<file path="src/design/cht_pkg.sv">
// Shared types, field widths, operation and status codes for the chained hash table.
// No dependencies; compile first.
package cht_pkg;

    localparam int KEY_W    = 31;
    localparam int VAL_W    = 32;
    localparam int FUNC_W   = 2;
    localparam int STATUS_W = 3;
    localparam int BIDX_W   = 4;

    localparam int DEF_NUM_BUCKETS = 16;
    localparam int DEF_CHAIN_DEPTH = 4;

    typedef logic [KEY_W-1:0]        t_key;
    typedef logic signed [VAL_W-1:0] t_value;
    typedef logic [FUNC_W-1:0]       t_func;
    typedef logic [STATUS_W-1:0]     t_status;
    typedef logic [BIDX_W-1:0]       t_bidx;

    localparam t_func FN_INSERT = 2'd0;
    localparam t_func FN_SEARCH = 2'd1;
    localparam t_func FN_DELETE = 2'd2;

    localparam t_status ST_INSERTED  = 3'd0;
    localparam t_status ST_COLLISION = 3'd1;
    localparam t_status ST_FOUND     = 3'd2;
    localparam t_status ST_NOT_FOUND = 3'd3;
    localparam t_status ST_DELETED   = 3'd4;
    localparam t_status ST_DEL_MISS  = 3'd5;
    localparam t_status ST_FULL      = 3'd6;

endpackage

</file>
<file path="src/design/cht_if.sv">
// Request and response channel interfaces (valid/ready) of the chained hash table.
// Depends on cht_pkg.
interface cht_req_if;
    import cht_pkg::*;

    logic   valid;
    logic   ready;
    t_func  func;
    t_key   key;
    t_value value;

    modport source (output valid, output func, output key, output value, input ready);
    modport sink   (input valid, input func, input key, input value, output ready);
endinterface

interface cht_rsp_if;
    import cht_pkg::*;

    logic    valid;
    logic    ready;
    t_status status;
    t_bidx   bucket_index;
    t_value  found_value;

    modport source (output valid, output status, output bucket_index, output found_value,
                    input ready);
    modport sink   (input valid, input status, input bucket_index, input found_value,
                    output ready);
endinterface

</file>
<file path="src/design/cht_mod_unit.sv">
// Remainder unit: key modulo NUM_BUCKETS by reciprocal multiplication, quotient then remainder registered.
// Depends on cht_pkg.
module cht_mod_unit #(
    parameter int NUM_BUCKETS = cht_pkg::DEF_NUM_BUCKETS
) (
    input  logic                           i_clk,
    input  logic                           i_rst_n,
    input  logic                           i_start,
    input  cht_pkg::t_key                  i_key,
    output logic                           o_done,
    output logic [$clog2(NUM_BUCKETS)-1:0] o_rem
);
    import cht_pkg::*;

    localparam int BKT_W   = $clog2(NUM_BUCKETS);
    localparam int RECIP_W = KEY_W + 1;
    localparam int PROD_W  = KEY_W + RECIP_W;
    localparam int SHIFT   = KEY_W + BKT_W;
    // ceil(2^SHIFT / NUM_BUCKETS) gives an exact quotient for every key
    localparam logic [63:0] RECIP_WIDE =
        ((64'd1 << SHIFT) + 64'(NUM_BUCKETS - 1)) / 64'(NUM_BUCKETS);
    localparam logic [RECIP_W-1:0] RECIP  = RECIP_W'(RECIP_WIDE);
    localparam logic [BKT_W-1:0]   DIV_LO = BKT_W'(NUM_BUCKETS);

    logic               r_s1;
    logic               r_done;
    logic [BKT_W-1:0]   r_quo_lo;
    logic [BKT_W-1:0]   r_key_lo;
    logic [BKT_W-1:0]   r_rem;

    logic [PROD_W-1:0]  prod;
    logic [2*BKT_W-1:0] back_prod;
    logic [BKT_W-1:0]   n_rem;

    // The remainder is below the bucket count, so only the low bits need the back-multiply
    assign prod      = i_key * RECIP;
    assign back_prod = r_quo_lo * DIV_LO;
    assign n_rem     = r_key_lo - back_prod[BKT_W-1:0];

    always_ff @(posedge i_clk) begin
        if (!i_rst_n) begin
            r_s1   <= 1'b0;
            r_done <= 1'b0;
        end else begin
            r_s1   <= i_start;
            r_done <= r_s1;
            if (i_start) begin
                r_quo_lo <= prod[SHIFT +: BKT_W];
                r_key_lo <= i_key[BKT_W-1:0];
            end
            if (r_s1) begin
                r_rem <= n_rem;
            end
        end
    end

    assign o_done = r_done;
    assign o_rem  = r_rem;

endmodule

</file>
<file path="src/design/cht_row_edit.sv">
// Row rewrite for one bucket: push a new entry at the head, or remove one slot
// and close the gap. Depends on cht_pkg.
module cht_row_edit #(
    parameter int CHAIN_DEPTH = cht_pkg::DEF_CHAIN_DEPTH
) (
    input  logic                                      i_insert,
    input  logic [((CHAIN_DEPTH > 1) ? $clog2(CHAIN_DEPTH) : 1)-1:0] i_slot,
    input  cht_pkg::t_key                             i_key,
    input  cht_pkg::t_value                           i_value,
    input  cht_pkg::t_key   [CHAIN_DEPTH-1:0]         i_keys,
    input  cht_pkg::t_value [CHAIN_DEPTH-1:0]         i_vals,
    input  logic [$clog2(CHAIN_DEPTH+1)-1:0]          i_len,
    output cht_pkg::t_key   [CHAIN_DEPTH-1:0]         o_keys,
    output cht_pkg::t_value [CHAIN_DEPTH-1:0]         o_vals,
    output logic [$clog2(CHAIN_DEPTH+1)-1:0]          o_len
);
    import cht_pkg::*;

    localparam int LEN_W  = $clog2(CHAIN_DEPTH + 1);
    localparam int SLOT_W = (CHAIN_DEPTH > 1) ? $clog2(CHAIN_DEPTH) : 1;

    t_key   [CHAIN_DEPTH-1:0] ins_keys;
    t_value [CHAIN_DEPTH-1:0] ins_vals;
    t_key   [CHAIN_DEPTH-1:0] del_keys;
    t_value [CHAIN_DEPTH-1:0] del_vals;

    for (genvar g = 0; g < CHAIN_DEPTH; g++) begin : g_slot
        if (g == 0) begin : g_head
            assign ins_keys[g] = i_key;
            assign ins_vals[g] = i_value;
        end else begin : g_push
            assign ins_keys[g] = i_keys[g-1];
            assign ins_vals[g] = i_vals[g-1];
        end

        // Slots at or after the removed one pull up from their neighbour
        if (g < CHAIN_DEPTH - 1) begin : g_pull
            assign del_keys[g] = (SLOT_W'(g) >= i_slot) ? i_keys[g+1] : i_keys[g];
            assign del_vals[g] = (SLOT_W'(g) >= i_slot) ? i_vals[g+1] : i_vals[g];
        end else begin : g_tail
            assign del_keys[g] = i_keys[g];
            assign del_vals[g] = i_vals[g];
        end
    end

    assign o_keys = i_insert ? ins_keys : del_keys;
    assign o_vals = i_insert ? ins_vals : del_vals;
    assign o_len  = i_insert ? (i_len + LEN_W'(1)) : (i_len - LEN_W'(1));

endmodule

</file>
<file path="src/design/chained_hash_table_top.sv">
// Chained hash table: NUM_BUCKETS buckets of up to CHAIN_DEPTH key/value entries each.
// Insert: the row is read (S_READ), then written back with the result (S_WB); ready again in S_IDLE.
// Search/delete: S_SCAN walks the row from the head to a match or the chain length, then S_WB.
// A bucket count that is not a power of two adds S_MOD, which waits for the remainder unit.
// After reset a clearing pass (S_CLEAR) zeroes the chain length of every bucket; not ready meanwhile.
// Depends on cht_pkg, cht_if, cht_mod_unit and cht_row_edit.
module chained_hash_table_top #(
    parameter int NUM_BUCKETS = cht_pkg::DEF_NUM_BUCKETS,
    parameter int CHAIN_DEPTH = cht_pkg::DEF_CHAIN_DEPTH
) (
    input logic       i_clk,
    input logic       i_rst_n,
    cht_req_if.sink   i_req,
    cht_rsp_if.source o_rsp
);
    import cht_pkg::*;

    localparam int BKT_W   = $clog2(NUM_BUCKETS);
    localparam int LEN_W   = $clog2(CHAIN_DEPTH + 1);
    localparam int SLOT_W  = (CHAIN_DEPTH > 1) ? $clog2(CHAIN_DEPTH) : 1;
    localparam bit IS_POW2 = ((NUM_BUCKETS & (NUM_BUCKETS - 1)) == 0);

    typedef enum logic [2:0] {
        S_CLEAR,
        S_IDLE,
        S_MOD,
        S_READ,
        S_SCAN,
        S_WB
    } t_state;

    // Bucket rows: all slots of one bucket sit at one address
    t_key   [CHAIN_DEPTH-1:0] mem_keys [NUM_BUCKETS];
    t_value [CHAIN_DEPTH-1:0] mem_vals [NUM_BUCKETS];
    logic   [LEN_W-1:0]       mem_len  [NUM_BUCKETS];

    t_state                   r_state;
    logic [BKT_W-1:0]         r_clr;
    t_func                    r_func;
    t_key                     r_key;
    t_value                   r_value;
    logic [BKT_W-1:0]         r_bucket;
    t_key   [CHAIN_DEPTH-1:0] r_row_keys;
    t_value [CHAIN_DEPTH-1:0] r_row_vals;
    logic [LEN_W-1:0]         r_row_len;
    logic [LEN_W-1:0]         r_slot;
    logic                     r_hit;
    logic                     r_out_valid;
    t_status                  r_status;
    t_bidx                    r_bidx;
    t_value                   r_fval;

    logic                     req_acc;
    logic                     commit;
    logic                     slot_match;
    logic                     mod_done;
    logic [BKT_W-1:0]         mod_rem;
    t_key   [CHAIN_DEPTH-1:0] ed_keys;
    t_value [CHAIN_DEPTH-1:0] ed_vals;
    logic [LEN_W-1:0]         ed_len;
    logic                     wb_write;
    t_status                  wb_status;
    t_value                   wb_fval;

    assign i_req.ready = (r_state == S_IDLE);
    assign req_acc     = i_req.valid && (r_state == S_IDLE);
    // Write back and load the result only once the output register is free
    assign commit      = (r_state == S_WB) && (!r_out_valid || o_rsp.ready);
    assign slot_match  = (r_row_keys[r_slot[SLOT_W-1:0]] == r_key);

    cht_mod_unit #(
        .NUM_BUCKETS (NUM_BUCKETS)
    ) u_mod (
        .i_clk   (i_clk),
        .i_rst_n (i_rst_n),
        .i_start (req_acc && !IS_POW2),
        .i_key   (i_req.key),
        .o_done  (mod_done),
        .o_rem   (mod_rem)
    );

    cht_row_edit #(
        .CHAIN_DEPTH (CHAIN_DEPTH)
    ) u_edit (
        .i_insert (r_func == FN_INSERT),
        .i_slot   (r_slot[SLOT_W-1:0]),
        .i_key    (r_key),
        .i_value  (r_value),
        .i_keys   (r_row_keys),
        .i_vals   (r_row_vals),
        .i_len    (r_row_len),
        .o_keys   (ed_keys),
        .o_vals   (ed_vals),
        .o_len    (ed_len)
    );

    always_comb begin
        wb_write  = 1'b0;
        wb_status = ST_NOT_FOUND;
        wb_fval   = '0;
        case (r_func)
            FN_INSERT: begin
                if (r_row_len == LEN_W'(CHAIN_DEPTH)) begin
                    wb_status = ST_FULL;
                end else begin
                    wb_write  = 1'b1;
                    wb_status = (r_row_len == '0) ? ST_INSERTED : ST_COLLISION;
                end
            end
            FN_DELETE: begin
                if (r_hit) begin
                    wb_write  = 1'b1;
                    wb_status = ST_DELETED;
                end else begin
                    wb_status = ST_DEL_MISS;
                end
            end
            default: begin
                // search, and the unused code acts as one
                if (r_hit) begin
                    wb_status = ST_FOUND;
                    wb_fval   = r_row_vals[r_slot[SLOT_W-1:0]];
                end else begin
                    wb_status = ST_NOT_FOUND;
                end
            end
        endcase
    end

    always_ff @(posedge i_clk) begin
        if (r_state == S_CLEAR) begin
            mem_len[r_clr] <= '0;
        end else if (commit && wb_write) begin
            mem_len[r_bucket]  <= ed_len;
            mem_keys[r_bucket] <= ed_keys;
            mem_vals[r_bucket] <= ed_vals;
        end
        if (r_state == S_READ) begin
            r_row_keys <= mem_keys[r_bucket];
            r_row_vals <= mem_vals[r_bucket];
            r_row_len  <= mem_len[r_bucket];
        end
    end

    always_ff @(posedge i_clk) begin
        if (!i_rst_n) begin
            r_state     <= S_CLEAR;
            r_clr       <= '0;
            r_out_valid <= 1'b0;
        end else begin
            if (r_out_valid && o_rsp.ready) begin
                r_out_valid <= 1'b0;
            end
            case (r_state)
                S_CLEAR: begin
                    r_clr <= r_clr + BKT_W'(1);
                    if (r_clr == BKT_W'(NUM_BUCKETS - 1)) begin
                        r_state <= S_IDLE;
                    end
                end
                S_IDLE: begin
                    if (i_req.valid) begin
                        r_func   <= i_req.func;
                        r_key    <= i_req.key;
                        r_value  <= i_req.value;
                        r_bucket <= i_req.key[BKT_W-1:0];
                        r_state  <= IS_POW2 ? S_READ : S_MOD;
                    end
                end
                S_MOD: begin
                    if (mod_done) begin
                        r_bucket <= mod_rem;
                        r_state  <= S_READ;
                    end
                end
                S_READ: begin
                    r_slot  <= '0;
                    r_state <= (r_func == FN_INSERT) ? S_WB : S_SCAN;
                end
                S_SCAN: begin
                    // walk from the head, one slot compare per cycle
                    if (r_slot == r_row_len) begin
                        r_hit   <= 1'b0;
                        r_state <= S_WB;
                    end else if (slot_match) begin
                        r_hit   <= 1'b1;
                        r_state <= S_WB;
                    end else begin
                        r_slot <= r_slot + LEN_W'(1);
                    end
                end
                S_WB: begin
                    if (commit) begin
                        r_out_valid <= 1'b1;
                        r_status    <= wb_status;
                        r_bidx      <= BIDX_W'(r_bucket);
                        r_fval      <= wb_fval;
                        r_state     <= S_IDLE;
                    end
                end
                default: begin
                    r_state <= S_IDLE;
                end
            endcase
        end
    end

    assign o_rsp.valid        = r_out_valid;
    assign o_rsp.status       = r_status;
    assign o_rsp.bucket_index = r_bidx;
    assign o_rsp.found_value  = r_fval;

endmodule

</file>
<file path="src/flat_wrapper.sv">
// flat-port wrapper written by rule: the top's interface ports become plain ports
module chained_hash_table_top_flat import cht_pkg::*;
#(
    parameter int NUM_BUCKETS = cht_pkg::DEF_NUM_BUCKETS,
    parameter int CHAIN_DEPTH = cht_pkg::DEF_CHAIN_DEPTH
)
  (i_clk, i_rst_n, i_req_valid, i_req_func, i_req_key, i_req_value, i_req_ready, o_rsp_valid, o_rsp_status, o_rsp_bucket_index, o_rsp_found_value, o_rsp_ready);
  cht_req_if i_req_i ();
  cht_rsp_if o_rsp_i ();
  input logic i_clk;
  input logic i_rst_n;
  input wire logic [$bits(i_req_i.valid)-1:0] i_req_valid;
  input wire logic [$bits(i_req_i.func)-1:0] i_req_func;
  input wire logic [$bits(i_req_i.key)-1:0] i_req_key;
  input wire logic [$bits(i_req_i.value)-1:0] i_req_value;
  output wire logic [$bits(i_req_i.ready)-1:0] i_req_ready;
  output wire logic [$bits(o_rsp_i.valid)-1:0] o_rsp_valid;
  output wire logic [$bits(o_rsp_i.status)-1:0] o_rsp_status;
  output wire logic [$bits(o_rsp_i.bucket_index)-1:0] o_rsp_bucket_index;
  output wire logic [$bits(o_rsp_i.found_value)-1:0] o_rsp_found_value;
  input wire logic [$bits(o_rsp_i.ready)-1:0] o_rsp_ready;
  assign i_req_i.valid = i_req_valid;
  assign i_req_i.func = i_req_func;
  assign i_req_i.key = i_req_key;
  assign i_req_i.value = i_req_value;
  assign i_req_ready = i_req_i.ready;
  assign o_rsp_valid = o_rsp_i.valid;
  assign o_rsp_status = o_rsp_i.status;
  assign o_rsp_bucket_index = o_rsp_i.bucket_index;
  assign o_rsp_found_value = o_rsp_i.found_value;
  assign o_rsp_i.ready = o_rsp_ready;
  chained_hash_table_top #(.NUM_BUCKETS(NUM_BUCKETS), .CHAIN_DEPTH(CHAIN_DEPTH)) u_core (.i_clk(i_clk), .i_rst_n(i_rst_n), .i_req(i_req_i), .o_rsp(o_rsp_i));
endmodule
</file>
<file path="config.mk">
export PLATFORM = sky130hd
export DESIGN_NAME = chained_hash_table_top_flat
export DESIGN_NICKNAME = d
export VERILOG_FILES = /design/src/design/cht_pkg.sv /design/src/design/cht_if.sv /design/src/design/cht_mod_unit.sv /design/src/design/cht_row_edit.sv /design/src/design/chained_hash_table_top.sv /design/src/flat_wrapper.sv
export SDC_FILE = /design/constraint.sdc
export NUM_CORES = 2
export LEC_CHECK = 0
export ABC_AREA = 0
export BUFFER_PORTS_ARGS = -buffer_cell sky130_fd_sc_hd__buf_2
export CAP_MARGIN = 20
export CORE_ASPECT_RATIO = 1.75
export CORE_UTILIZATION = 60
export DETAILED_ROUTE_END_ITERATION = 16
export PLACE_DENSITY = 0.72
export SYNTH_ARGS = -nofsm -noshare
export SYNTH_HDL_FRONTEND = slang
export SYNTH_SLANG_ARGS = --single-unit
export TNS_END_PERCENT = 50
</file>
<file path="constraint.sdc">
create_clock -name i_clk -period 53.6 [get_ports i_clk]
set_clock_uncertainty 0.1 [all_clocks]
set_input_delay 10.72 -clock i_clk [delete_from_list [all_inputs] [get_ports i_clk]]
set_output_delay 10.72 -clock i_clk [all_outputs]
set_load 0.05 [all_outputs]
</file>
==> flow_summary.toml <==
[run_status]
status = "finished clean"

[synthesis]
ys_ff_latch = 4451
syn_inst = 7133
yosysTopAreaCell = "edfxtp_1"
synth_top_area_share_pct = 78.1
ys.flop_type = "edfxtp_1"
avgSynthCellArea_um2 = 24.0
ys_types = 40
synthTopCellsByCount = "edfxtp_1, mux4_2, nand2_1"
syn-num-nets = 7207
synth_edf_count = 4443
yosys_warnings = 0
async_reset_ff_share_pct = 0
synth_area_leaders = "edfxtp_1, mux4_2, mux2i_1"
syn_area_um2 = 171000
synth_most_common_cell = "edfxtp_1"
ys_seq_area_share_pct = 78.2

[clock_tree]
clkLatencyLatePin_ns = 0.92
cts_max_level = 5
clock_sinks = 4451
cts_buffer_depth = 4
cts_hold_buf = 0
clk_pin_slew_worst_paths_ns = 0.07
cts_setup_buffers = 0
ctsResizeCount = 0
cts_root_buffer = "clkbuf_16"
cts_tree = "yes"
cts_buffers = 378

[timing]
grt_setup_unrepaired = "no"
fmax_mhz = 66.8
final-setup-viol-count = 0
fin_crit_sh_pct = 27.9
fin_tns_setup_ns = 0
layout_min_cycle_time_ns = 14.97
whs_ns = 0.465
slew_violations = 0
hold_viol_final = 0
tightest_slew_ns = 1.16
slew_headroom_pct = 22.1
fin_ws_ns = 38.63

[place]
port_buffers = 109
dpl_cell_area_um2 = 177000
hpwl_mm = 211
preCtsSetupSlack_ns = 37.68
place.gp.congestion = 0.810

[hold_path]
hold_depth = 2
hold-path-endpoint = "u_core.o_rsp.valid$_SDFF_PN0_"
min-delay-start = "u_core.o_rsp.valid$_SDFF_PN0_"
holdCritPathClass = "flip-flop to flip-flop"

[floorplan]
row_count = 258
core_area_um2 = 283000
floorplan.initialDensity_pct = 60.4
die_h_um = 708
ios = 110
die_w_um = 405
die_area_um2 = 287000

[routing]
vias_per_cell = 6.77
drt-initial-drc-count = 10200
drc = 0
wl_per_cell_um = 34.6
antenna_left = 0
num_vias = 78900
wl_mm = 403
firstDrtPassIters = 8

[power_and_ir_drop]
p_leak_nw = 59.1
p_total_mw = 6.52
power_density_nw_per_um2 = 34.4
ir_drop_mv = 0.0303

[final_layout]
nNetsFinal = 7640
drive_gt1_share_pct = 29.8
fin_area_um2 = 190000
syn_to_final_growth_pct = 11.0

[global_routing]
grt_max_degree = 138
grt_pass1_vias = 81600
grt_pass1_wl_mm = 581
grt_overflow = 0
antenna_found_initial = 11
groute.usage.overall_pct = 28.5

[critical_path]
required_ns = 54.02
cp-end-kind = "flip-flop"
reg2reg_to = "u_core.r_row_keys[11]$_DFFE_PN_"
r2r_cells = 8
rrSetupSlack_ns = 46.53
critPathLaunchType = "input port"
r2r-start = "u_core.r_bucket[1]$_DFFE_PP_"
worstSetupPathType = "input port to flip-flop"
cp.arrival_ns = 15.39
worstPathMaxFanout = 47

[run]
drv_cap = 0
-- sequential cells by signal (all words and copies together) (netlist names), 4 cells and up --
signal	count
u_core.mem_vals	2048
u_core.mem_keys	1984
u_core.r_row_vals	128
u_core.r_row_keys	124
u_core.mem_len	48
u_core.o_rsp.found_value	32
u_core.r_value	32
u_core.r_key	28
u_core.o_rsp.bucket_index	4
u_core.r_clr	4
-- layout make-up --
| class | instances | area [µm²] |
|---|---|---|
| flip-flops and latches | 4451 | 134000 |
| fillers | 17200 | 93100 |
| clock buffers | 459 | 9930 |
| clock inverters | 224 | 2220 |
| repair buffers | 440 | 3400 |
| multi-input cells | 2284 | 35800 |
| inverters | 11 | 43.8 |
| diodes | 9 | 22.5 |
| well taps | 3770 | 4720 |
-- per-layer routing --
metal | GRT usage [%] | wire length, µm | up-vias
met2 | 48.3 | 209000 | 4128
met3 | 4.13 | 32600 | 681
met4 | 9.31 | 14000 | 4
met5 | 0 | 26 | -
li1 | - | - | 31300
met1 | 38.6 | 147000 | 42800
-- worst max-delay path, stage by stage --
cell and delay (ns):
buf_2 0.08, nand2b_1 0.14, and3_1 0.21, o211ai_1 0.14, buf_4 0.25, nor2_1 0.16, nand2_1 0.25, nor3_2 0.18
buf_4 0.73, buf_4 0.85, buf_4 0.65, buf_4 0.83
-- cells by family (layout without fill, tap and decap cells) --
group	Yosys count	count (layout)	synth area share (%)
other	0	9	0
AND/OR/NAND/NOR	499	499	1.20
AO/OA/AOI/OAI	213	213	0.646
XOR/XNOR	39	39	0.200
flip-flops	4451	4451	78.2
multiplexers	1528	1528	18.7
buffers and inverters	398	1134	1.01
adder cells (fa/ha/maj)	5	5	0.0410
-- metrics by stage --
| step | std cells | util (%) |
|---|---|---|
| global route | 11600 | 67.1 |
| floorplan | 7133 | - |
| detailed placement | 10900 | 62.7 |
| CTS | 11600 | 67.0 |
| global placement | 10900 | 62.6 |
| finish | 11600 | 67.1 |
-- power breakdown --
group          internal [mW]  switching [mW]
Sequential              3.77        0.000566
Clock                   1.52            1.23
Combinational        0.00262         0.00244
-- placed cells by master (no fill, tap or decap), types with 3 or more instances in the layout --
master | netlist | routed
bufinv_16 | 0 | 41
diode_2 | 0 | 9
buf_12 | 0 | 26
clkinv_2 | 0 | 64
o21ai_2 | 0 | 6
and3_1 | 36 | 36
a21oi_1 | 7 | 7
a31oi_1 | 7 | 7
nor3_1 | 9 | 5
nor2_4 | 0 | 15
clkinv_8 | 0 | 3
and2_1 | 5 | 4
nand2b_1 | 3 | 3
buf_4 | 4 | 294
dfxtp_1 | 8 | 8
mux4_2 | 1338 | 1338
nor2_1 | 40 | 26
clkinv_1 | 0 | 76
o21ai_0 | 190 | 134
inv_1 | 11 | 10
clkinv_4 | 0 | 7
mux2i_1 | 190 | 190
buf_2 | 135 | 114
edfxtp_1 | 4443 | 4443
inv_6 | 0 | 10
clkbuf_16 | 0 | 386
nor3_2 | 0 | 4
nand3_1 | 3 | 3
nand4_1 | 8 | 8
xnor2_1 | 38 | 38
nand2_1 | 385 | 385
o21ai_1 | 0 | 50
clkinvlp_4 | 0 | 21
clkbuf_1 | 200 | 73
-- worst max path at each step --
stage          cells after the start        start                          endpoint
2_1_floorplan                      5  o_rsp_ready   u_core.mem_keys[4][0]$_DFFE_PP_
3_3_place_gp                      12  o_rsp_ready  u_core.mem_keys[8][54]$_DFFE_PP_
3_5_place_dp                      12  o_rsp_ready  u_core.mem_keys[8][49]$_DFFE_PP_
4_1_cts                           12  o_rsp_ready  u_core.mem_keys[8][96]$_DFFE_PP_
5_1_grt                           12  o_rsp_ready  u_core.mem_keys[8][96]$_DFFE_PP_
6_report                          12  o_rsp_ready  u_core.mem_keys[8][96]$_DFFE_PP_
No activity file was read; power rests on OpenSTA's default activity.
